File: config.mk
export PLATFORM = sky130hd
export DESIGN_NAME = dltq_cell
export DESIGN_NICKNAME = d
export VERILOG_FILES = /design/src/design/dltq_pkg.sv /design/src/design/dltq_cell.sv
export SDC_FILE = /design/constraint.sdc
export NUM_CORES = 1
export LEC_CHECK = 0
export ABC_AREA = 1
export BUFFER_PORTS_ARGS = -buffer_cell sky130_fd_sc_hd__buf_4
export CAP_MARGIN = 20
export CORE_AREA = 2 2 144 146
export CTS_CLUSTER_DIAMETER = 30
export DETAILED_ROUTE_END_ITERATION = 7
export DIE_AREA = 0 0 146 148
export PLACE_DENSITY_LB_ADDON = 0.12
export RECOVER_POWER = 50
export SETUP_SLACK_MARGIN = 0.1
export SLEW_MARGIN = 20
export SYNTH_ARGS = -nofsm -noshare
export SYNTH_HDL_FRONTEND = slang
export SYNTH_SLANG_ARGS = --single-unit
File: constraint.sdc
create_clock -name clk -period 5.81 [get_ports clk]
set_input_delay 0.2905 -clock clk [delete_from_list [all_inputs] [get_ports clk]]
set_output_delay 0.2905 -clock clk [all_outputs]
set_load 0.02 [all_outputs]
File: src/design/dltq_pkg.sv
// Shared types and constants for the delta list timer queue.
`default_nettype none
package dltq_pkg;
  localparam int MAX_TASKS = 16;
  localparam int ID_BITS = 8;
  localparam int IDX_W = $clog2(MAX_TASKS);
  localparam int CNT_W = $clog2(MAX_TASKS + 1);
  localparam int DELTA_W = 34;

  localparam logic [1:0] KIND_ADD = 2'd0;
  localparam logic [1:0] KIND_DEL = 2'd1;
  localparam logic [1:0] KIND_TICK = 2'd2;
  localparam logic [1:0] KIND_DISP = 2'd3;

  localparam logic [2:0] ST_DONE = 3'd0;
  localparam logic [2:0] ST_FIRED = 3'd1;
  localparam logic [2:0] ST_FULL = 3'd2;
  localparam logic [2:0] ST_NOT_FOUND = 3'd3;
  localparam logic [2:0] ST_NOT_DUE = 3'd4;

  localparam logic [1:0] OP_HOLD = 2'd0;
  localparam logic [1:0] OP_INS = 2'd1;
  localparam logic [1:0] OP_REM = 2'd2;
  localparam logic [1:0] OP_ADJ = 2'd3;

  typedef struct packed {
    logic [1:0] kind;
    logic [7:0] task_handle;
    logic [31:0] start_delay;
    logic [31:0] repeat_period;
    logic [7:0] target_id;
  } in_t;

  typedef struct packed {
    logic [2:0] status;
    logic [7:0] result_id;
    logic [7:0] result_handle;
  } out_t;

  typedef struct packed {
    logic [DELTA_W-1:0] delta;
    logic [31:0] period;
    logic [7:0] handle;
    logic [ID_BITS-1:0] ident;
  } entry_t;

  typedef struct packed {
    logic [1:0] op;
    logic [IDX_W-1:0] pos;
    logic [DELTA_W-1:0] addend;
    entry_t fresh;
  } ctl_t;
endpackage
`default_nettype wire

File: src/design/dltq_cell.sv
// One list entry; loads from its neighbors on insert and remove, and adds to its delta on adjust.
`default_nettype none
module dltq_cell (
  input  logic                  clk,
  input  logic [dltq_pkg::IDX_W-1:0] idx,
  input  dltq_pkg::ctl_t        ctl,
  input  dltq_pkg::entry_t      left,
  input  dltq_pkg::entry_t      right,
  output dltq_pkg::entry_t      q
);
  import dltq_pkg::*;

  always_ff @(posedge clk) begin
    unique case (ctl.op)
      OP_INS: begin
        if (idx == ctl.pos) begin
          q <= ctl.fresh;
        end else if (idx > ctl.pos) begin
          q <= left;
        end
      end
      OP_REM: begin
        if (idx >= ctl.pos) begin
          q <= right;
        end
      end
      OP_ADJ: begin
        if (idx == ctl.pos) begin
          q.delta <= q.delta + ctl.addend;
        end
      end
      default: begin
      end
    endcase
  end
endmodule
`default_nettype wire

==> results.json, run 1 <==
{
  "dr.pass1.iters": 4,
  "yosys-top-cells-area": "edfxtp_1, nand2_1, a21oi_1, nor2_1, ha_1",
  "grt_max_degree": 84,
  "met1_usage": 0.307,
  "criticalPathCategory": "in -> reg",
  "clock_path_buffers": 2,
  "async_flop_share": 0,
  "grt_pass1_vias": 7651,
  "arrival_ns": 2.85,
  "power_density_nw_per_um2": 220,
  "hold_class": "in -> reg",
  "holdPathEnd": "q[59]$_DFFE_PP_",
  "numPortBuffers": 372,
  "ys_ff_latch": 82,
  "syn_to_final_growth_pct": 44.6,
  "r2r_cells": 15,
  "hold_path.startpoint": "right[59]",
  "start_kind": "input pin",
  "ff_latch_area_um2": 2460,
  "crit_fanout": 49,
  "cts_tree": "done",
  "fin_crit_sh": 0.472,
  "r2r_end": "q[72]$_DFFE_PP_",
  "path_clk_slew_ns": 0.07,
  "top_regs": "q (82)",
  "place_area_um2": 9780,
  "fin_crit_ns": 2.74,
  "grt_pass1_wl_mm": 43.1,
  "ant_nets": 0,
  "drive_gt1_frac": 0.245,
  "largest_register": "q",
  "leakage_nw": 4.70,
  "pin_count": 373,
  "fp-row-count": 52,
  "min_path_cells": 3,
  "coreArea_um2": 20000,
  "dp_hpwl_mm": 23.0,
  "antenna_found_initial": 2,
  "grt_overflow": 0,
  "fin_area_um2": 9780,
  "cts_hold_buf": 0,
  "synth_top_flop_cell": "edfxtp_1",
  "layout.nets": 1670,
  "whs_ns": 0.231,
  "fillers": 2180,
  "synth_cell_types": 33,
  "first_iter_violations": 485,
  "use_met3": 0.0870,
  "rr_startpoint": "q[48]$_DFFE_PP_",
  "gp_congestion": 0.927,
  "numClockSinks": 82,
  "slew_viol_final": 0,
  "worstSkewPairLatency_ns": 0.35,
  "wl_per_cell_um": 18.0,
  "avgSynthCellArea_um2": 6.82,
  "grt_setup_unrepaired": "false",
  "htreeDepth": 3,
  "required_ns": 5.91,
  "largest_reg_flops": 82,
  "setup_tns_ns": 0,
  "start_util": 0.337,
  "finalSetupViolations": 0,
  "syn-num-nets": 1320,
  "grt_use_total": 0.261,
  "vias_per_cell": 4.98,
  "die_area_um2": 21600,
  "relSlewSlack": 0.334,
  "cts_resized": 0,
  "root_buffer": "clkbuf_16",
  "status": "finished, final reports clean",
  "yosys.area.top_type": "edfxtp_1",
  "max-vdd-ir-drop_mv": 0.152,
  "ys_seq_area_frac": 0.364,
  "gr-usage-met2": 0.438,
  "drc": 0,
  "netlist_instances": 991,
  "numCtsBuffers": 9,
  "syn-cell-area_um2": 6760,
  "worst_pin_slew_ns": 0.998,
  "post_cts_buffers": 0,
  "yosysWarnings": 0,
  "dieWidth_um": 146,
  "multi_input_area_um2": 3740,
  "worstSetupEndpointType": "flop",
  "wl_mm": 29.1,
  "dieHeight_um": 148,
  "finalClockSkew_ns": 0.00633,
  "synth_top_area_share": 0.364,
  "synth-edff-count": 82,
  "hold_viol_final": 0,
  "reg2reg_setup_slack_ns": 3.38,
  "vias": 8059,
  "top_usage_layer": "met2",
  "maxCapViolations": 0,
  "fmax_mhz": 365
}
-- logic make-up after synthesis --
logic type	count (synthesis)	synth area share
AND/OR/NAND/NOR	484	0.290
AO/OA/AOI/OAI	236	0.182
buffers and inverters	148	0.0879
flip-flops	82	0.364
adder cells (fa/ha/maj)	38	0.0714
XOR/XNOR	3	0.00389
-- power by group --
| part | switching (W) | internal, W | leakage [nW] | total, W |
|---|---|---|---|---|
| clock | 0.000271 | 0.000294 | 0.135 | 0.000565 |
| sequential | 0.0000276 | 0.000744 | 0.773 | 0.000772 |
| combinational | 0.000498 | 0.000313 | 3.79 | 0.000811 |
-- layout by cell type, fill, tap and decap left out, types with 2 or more instances in the layout --
master / n
clkbuf_16: 9
nand2_2: 5
nand4_1: 2
o21ai_0: 72
or2_1: 2
nand2_1: 260
ha_1: 37
clkbuf_1: 82
or2_2: 3
buf_4: 293
clkinv_4: 2
o21bai_1: 4
diode_2: 2
nor3_1: 7
edfxtp_1: 82
xor2_1: 3
inv_2: 2
nor2_2: 2
nor3_2: 2
a21oi_1: 141
nor2_1: 141
inv_1: 108
nand3_1: 51
o221ai_1: 2
nand3b_1: 4
o211ai_1: 9
o21ai_1: 4
-- critical path, stage by stage --
cell and delay, ns:
buf_4 0.16, inv_2 0.41, nor2_4 0.05, inv_2 0.66, a22oi_2 0.16, buf_4 0.36, o21bai_4 0.41, buf_16 0.27
-- per-stage QoR --
| step | utilization | setup slack [ns] | total power [W] | std cells |
|---|---|---|---|---|
| floorplan | - | 0.810 | 0.00125 | 991 |
| global placement | 0.488 | 2.65 | 0.00164 | 1599 |
| detailed placement | 0.488 | 2.66 | 0.00164 | 1599 |
| CTS | 0.502 | 3.04 | 0.00221 | 1615 |
| global route | 0.488 | 2.83 | 0.00228 | 1617 |
| finish | 0.488 | 3.07 | 0.00215 | 1618 |
-- how the worst max path moves through the flow --
stage                         from               to  slack, ns
after floorplan           ctl[119]  q[48]$_DFFE_PP_       0.81
after global placement    ctl[121]  q[56]$_DFFE_PP_       2.65
after global routing      ctl[121]  q[56]$_DFFE_PP_       2.83
after detailed placement  ctl[121]  q[56]$_DFFE_PP_       2.66
final                     ctl[121]  q[48]$_DFFE_PP_       3.07
after CTS                 ctl[121]  q[48]$_DFFE_PP_       3.04
-- routing by layer --
metal  routed length, um  vias to the layer above
met5                   0                        -
met4                1220                        0
met1               11300                     3693
met3                2450                       54
li1                    -                     3994
met2               14100                      318
-- cell usage after synthesis, types with 5 or more instances --
master / number
a21oi_1: 141
nand2_2: 5
o211ai_1: 9
buf_2: 25
o21ai_0: 72
ha_1: 37
clkbuf_1: 10
nor3_1: 7
nand3_1: 52
edfxtp_1: 82
nand2_1: 260
inv_1: 107
o21bai_1: 5
nor2_1: 142
-- cell type report --
| class | count | share of cell area |
|---|---|---|
| Timing Repair Buffer | 377 | 0.260 |
| Inverter | 110 | 0.0422 |
| Multi-Input combinational cell | 761 | 0.383 |
| Clock buffer | 9 | 0.0230 |
| Sequential cell | 82 | 0.252 |
| Antenna cell | 2 | 0.000512 |
| Clock inverter | 7 | 0.00550 |
| Tap cell | 270 | 0.0345 |
Note: power is estimated with default switching activity, not from simulation.
==> run 2: changes to the inputs <==
clock period = 2.9 ns   (was 5.81 ns; I/O delays follow)
==> run 2 against run 1 <==
Clock power increased by 130%. Setup slack got worse by 2.6 ns. Die area is the same. Largest power group unchanged. Hold slack got worse by 0.14 ns. Final cell count grew 0.25%. Via count is 0.35% lower. Core utilization increased by 0.48 points. Critical endpoint is now q[13]$_DFFE_PP_. Power rose by 110%. Highest routed layer is now met5. Sequential share of layout area decreased by 0.25 points. Sequential power rose by 100%.
==> results.json, run 2 (same netlist as run 1, synthesis figures left out) <==
{
  "cts_tree": "done",
  "final_util": 0.493,
  "r2r_end": "q[78]$_DFFE_PP_",
  "layoutNonFillerInstCount": 1622,
  "fin_crit_sh": 0.844,
  "wl_mm": 29.3,
  "finalClockSkew_ns": 0.00602,
  "r2r_cells": 15,
  "maxCapViolations": 0,
  "final_common_cell": "buf_4",
  "required_ns": 2.86,
  "dr.pass1.iters": 5,
  "leakage_nw": 4.72,
  "syn_to_final_growth_pct": 46.1,
  "finalSetupViolations": 0,
  "path_clk_slew_ns": 0.07,
  "cts_resized": 0,
  "layout.nets": 1674,
  "setup.worst_path.start": "ctl[121]",
  "criticalPathCategory": "in -> reg",
  "preCtsSetupSlack_ns": 0.546,
  "arrival_ns": 2.41,
  "clock_path_buffers": 2,
  "numPortBuffers": 372,
  "largest_register": "q",
  "place_inst": 1603,
  "start_util": 0.337,
  "crit_fanout": 48,
  "antenna_found_initial": 3,
  "cp_top_family": "buffers and inverters",
  "place_area_um2": 9860,
  "reg2reg_setup_slack_ns": 0.52,
  "setup_ws_ns": 0.454,
  "hold_class": "in -> reg",
  "hold_viol_final": 0,
  "path_cells": "buf_4 -> inv_1 -> nand2_1 -> a22oi_1 -> clkbuf_2",
  "relSlewSlack": 0.125,
  "post_cts_buffers": 0,
  "power_density_nw_per_um2": 453,
  "setup_tns_ns": 0,
  "wl_per_cell_um": 18.0,
  "rr_startpoint": "q[48]$_DFFE_PP_",
  "drc": 0,
  "top_regs": "q (82)",
  "max_stage_delay_ns": 0.99,
  "grt_pass1_wl_mm": 44.1,
  "fmax_mhz": 409,
  "fp-row-count": 52,
  "first_iter_violations": 581,
  "fin_area_um2": 9880,
  "grt_setup_unrepaired": "false",
  "numClockSinks": 82,
  "htreeDepth": 3,
  "holdPathEnd": "q[51]$_DFFE_PP_",
  "dieHeight_um": 148,
  "dieWidth_um": 146,
  "min_path_cells": 3,
  "cp_num_buf_inv": 3,
  "fin_crit_ns": 2.45,
  "status": "finished, final reports clean",
  "drive_gt1_frac": 0.251,
  "grt_overflow": 0,
  "slew_viol_final": 0,
  "gp_congestion": 0.965,
  "pin_count": 373,
  "worst_path_max_delay_cell": "clkbuf_2",
  "grt_use_total": 0.265,
  "ant_nets": 0,
  "vias": 8031,
  "largest_reg_flops": 82,
  "grt_max_degree": 83,
  "dp_hpwl_mm": 23.4,
  "die_area_um2": 21600,
  "worst_pin_slew_ns": 1.31,
  "start_kind": "input pin",
  "vias_per_cell": 4.95,
  "cts_hold_buf": 0,
  "max-vdd-ir-drop_mv": 0.268,
  "worstSkewPairLatency_ns": 0.35,
  "numCtsBuffers": 9,
  "mostFrequentLayoutCells": "buf_4, nand2_1, a21oi_1",
  "hold_path.startpoint": "right[51]",
  "root_buffer": "clkbuf_16",
  "worstSetupPathDepth": 5,
  "coreArea_um2": 20000,
  "grt_pass1_vias": 7948,
  "worstSetupEndpointType": "flop"
}
## run 2: cell count changes in the layout (fill, tap and decap cells not counted), sizes merged
cell | before | now
buf | 294 | 298
inv | 112 | 111
clkinv | 4 | 2
clkbuf | 92 | 93
bufinv | 0 | 2
## run 2: how the worst max path moves through the flow
stage,endpoint,slack [ns]
after floorplan,q[48]$_DFFE_PP_,-0.23
after global placement,q[78]$_DFFE_PP_,0.53
after detailed placement,q[78]$_DFFE_PP_,0.55
after CTS,q[78]$_DFFE_PP_,0.52
after global routing,q[13]$_DFFE_PP_,0.22
final,q[13]$_DFFE_PP_,0.45
## run 2: worst register-to-register path, delay by kind of cell (launching register included)
kind | cells | cell delay [ns]
buf+inv | 2 | 0.17
simple gates | 10 | 0.83
fa+ha+maj | 2 | 0.59
compound gates | 1 | 0.21
flops | 1 | 0.35
## run 2: final cells by class
| type | count | area [um^2] |
|---|---|---|
| tap | 270 | 338 |
| multi-input combinational | 761 | 3760 |
| timing repair buffer | 381 | 2560 |
| sequential | 82 | 2460 |
| inverter | 110 | 430 |
| clock inverter | 6 | 90.1 |
| antenna | 2 | 5.00 |
| clock buffer | 10 | 229 |
| fill | 2190 | 10200 |
## run 2: per-layer routing
layer | share of wire | vias up | global-route usage
met3 | 0.078 | 45 | 0.0679
met2 | 0.51 | 324 | 0.475
met4 | 0.028 | 2 | 0.0903
li1 | - | 4001 | -
met5 | 0.00055 | - | 0
met1 | 0.39 | 3659 | 0.309
## run 2: through the flow
step	power, W	hold WS [ns]
6_report	0.00447	0.0898
5_1_grt	0.00471	0.106
4_1_cts	0.00460	0.0784
3_5_place_dp	0.00331	0.445
3_3_place_gp	0.00330	0.442
2_1_floorplan	0.00251	0.344
## run 2: report_power, final
| part | internal [W] | total (W) | switching, W |
|---|---|---|---|
| Combinational | 0.000630 | 0.00164 | 0.00101 |
| Sequential | 0.00149 | 0.00155 | 0.0000531 |
| Clock | 0.000759 | 0.00129 | 0.000529 |
==> run 3: changes to the inputs <==
clock period = 2.35 ns   (was 2.9 ns; I/O delays follow)
==> run 3 against run 2 <==
Global-route usage up 0.37 points. Via count up 0.62%. Critical path type is now reg -> reg. Cell area increased by 3.0%. Clock power up 9%. Critical path depth is 8 higher. Combinational power is 32% higher. Largest cell class unchanged. Setup slack worse by 0.35 ns. Highest routed layer is now met4. Sequential cell count is the same.
==> results.json, run 3 (same netlist as run 1, synthesis figures left out) <==
{
  "status": "finished, final reports clean",
  "place_area_um2": 9900,
  "slew_viol_final": 0,
  "wl_per_cell_um": 18.0,
  "combPwrFrac": 0.394,
  "largest_reg_flops": 82,
  "grt_pass1_vias": 8202,
  "numClockSinks": 82,
  "drive_gt1_frac": 0.291,
  "met1_length_mm": 11.2,
  "worst_pin_slew_ns": 1.06,
  "rr_startpoint": "q[48]$_DFFE_PP_",
  "maxCapViolations": 0,
  "first_iter_violations": 513,
  "path_clk_slew_ns": 0.07,
  "finalSetupViolations": 0,
  "vias": 8081,
  "place_inst": 1606,
  "layoutNonFillerInstCount": 1631,
  "relSlewSlack": 0.294,
  "start_util": 0.337,
  "required_ns": 2.41,
  "hold_class": "in -> reg",
  "grt_setup_unrepaired": "true",
  "highest_layer": "met4",
  "numCtsBuffers": 9,
  "power_density_nw_per_um2": 538,
  "htreeDepth": 3,
  "pin_count": 373,
  "internal-power_w": 0.00343,
  "gp_congestion": 0.961,
  "grt_pass1_wl_mm": 44.9,
  "fmax_mhz": 445,
  "max-vdd-ir-drop_mv": 0.355,
  "worstSkewPairLatency_ns": 0.35,
  "numPortBuffers": 372,
  "fin_crit_ns": 2.25,
  "pwr-share-seq": 0.349,
  "cts_tree": "done",
  "vias_per_cell": 4.95,
  "criticalPathCategory": "reg -> reg",
  "p_switching_w": 0.00205,
  "final_common_cell": "buf_4",
  "layout.nets": 1682,
  "fin_crit_sh": 0.957,
  "finalClockSkew_ns": 0.00826,
  "drc": 0,
  "coreArea_um2": 20000,
  "dr.pass1.iters": 5,
  "wl_met2_mm": 14.9,
  "fp-row-count": 52,
  "hold_viol_final": 0,
  "dieWidth_um": 146,
  "dp_hpwl_mm": 23.2,
  "cts_hold_buf": 0,
  "arrival_ns": 2.31,
  "r2r_cells": 13,
  "min_path_cells": 3,
  "clock_path_buffers": 2,
  "clkPwrFrac": 0.257,
  "mostFrequentLayoutCells": "buf_4, nand2_1, nor2_1",
  "path_cells": "ha_4 -> inv_2 -> fa_2 -> inv_2 -> nand2_4 -> o21ai_4 -> nand2_1 -> nand2_2 -> nand2_2 -> nand2_4 -> a21oi_2 -> o21ai_2 -> nand3_1",
  "swShare": 0.374,
  "ant_nets": 0,
  "die_area_um2": 21600,
  "hold_path.startpoint": "right[62]",
  "grt_overflow": 0,
  "dr_wl_met3_mm": 2.50,
  "top_regs": "q (82)",
  "root_buffer": "clkbuf_16",
  "cp_top_family": "simple AND/OR/NAND/NOR gates",
  "wl_mm": 29.4,
  "fin_area_um2": 10200,
  "worst_path_max_delay_cell": "edfxtp_1",
  "cp_num_buf_inv": 2,
  "r2r_end": "q[60]$_DFFE_PP_",
  "syn_to_final_growth_pct": 50.5,
  "grt_max_degree": 83,
  "reg2reg_setup_slack_ns": 0.10,
  "holdPathEnd": "q[62]$_DFFE_PP_",
  "worstSetupEndpointType": "flop",
  "whs_ns": 0.0529,
  "grt_use_total": 0.269,
  "dieHeight_um": 148,
  "largest_register": "q",
  "antenna_found_initial": 3,
  "max_stage_delay_ns": 0.40,
  "leakage_nw": 4.77,
  "start_kind": "flop",
  "crit_fanout": 5
}
## run 3: cell count changes in the layout (fill, tap and decap cells not counted), sizes merged
cell / change
buf: +8
bufinv: -2
clkinv: -2
clkinvlp: +3
diode: +1
inv: +1
## run 3: worst max-delay path by stage
| stage | start | depth (start not counted) | to |
|---|---|---|---|
| 2_1_floorplan | ctl[119] | 10 | q[48]$_DFFE_PP_ |
| 5_1_grt | q[48]$_DFFE_PP_ | 15 | q[76]$_DFFE_PP_ |
| 4_1_cts | q[48]$_DFFE_PP_ | 15 | q[76]$_DFFE_PP_ |
| 3_5_place_dp | q[48]$_DFFE_PP_ | 15 | q[78]$_DFFE_PP_ |
| 3_3_place_gp | q[48]$_DFFE_PP_ | 15 | q[78]$_DFFE_PP_ |
| 6_report | q[48]$_DFFE_PP_ | 13 | q[60]$_DFFE_PP_ |
## run 3: worst reg2reg max path, delay by kind of cell, from the launching register on
kind,cells,cell delay (ns)
fa+ha+maj,2,0.53
buf+inv,2,0.13
simple gates,6,0.58
flops,1,0.40
compound gates,3,0.32
## run 3: timing repair
action                                  4_1_cts  5_1_grt
pin swaps                                     1        9
setup buffers                                 0        5
endpoints found under the setup margin        5       25
resized for setup                             3       61
## run 3: area by class of cell
cell class | instances | area (um^2)
Multi-Input combinational cell | 761 | 4030
Tap cell | 270 | 338
Inverter | 110 | 419
Timing Repair Buffer | 389 | 2640
Clock buffer | 10 | 229
Clock inverter | 6 | 48.8
Antenna cell | 3 | 7.51
Sequential cell | 82 | 2460
Fill cell | 2136 | 9860
## run 3: per-layer routing
| metal | vias up | GRT usage |
|---|---|---|
| met5 | - | 0 |
| met4 | 0 | 0.0985 |
| met3 | 41 | 0.0957 |
| met2 | 289 | 0.463 |
| met1 | 3730 | 0.309 |
| li1 | 4021 | - |
## run 3: power by group through the flow
stage          clock, W  sequential [W]  combinational, W
4_1_cts         0.00143         0.00191           0.00217
2_1_floorplan         0         0.00214          0.000960
3_5_place_dp          0         0.00194           0.00216
6_report        0.00141         0.00191           0.00216
5_1_grt         0.00148         0.00193           0.00239
3_3_place_gp          0         0.00194           0.00215
## run 3: through the flow
step	TNS [ns]	power, W	utilization	setup slack [ns]
after CTS	0	0.00551	0.508	0.103
after global placement	0	0.00409	0.494	0.0894
after floorplan	-35.51	0.00310	-	-0.751
after global routing	0	0.00579	0.508	0.0223
after detailed placement	0	0.00410	0.494	0.0504
final	0	0.00548	0.508	0.101
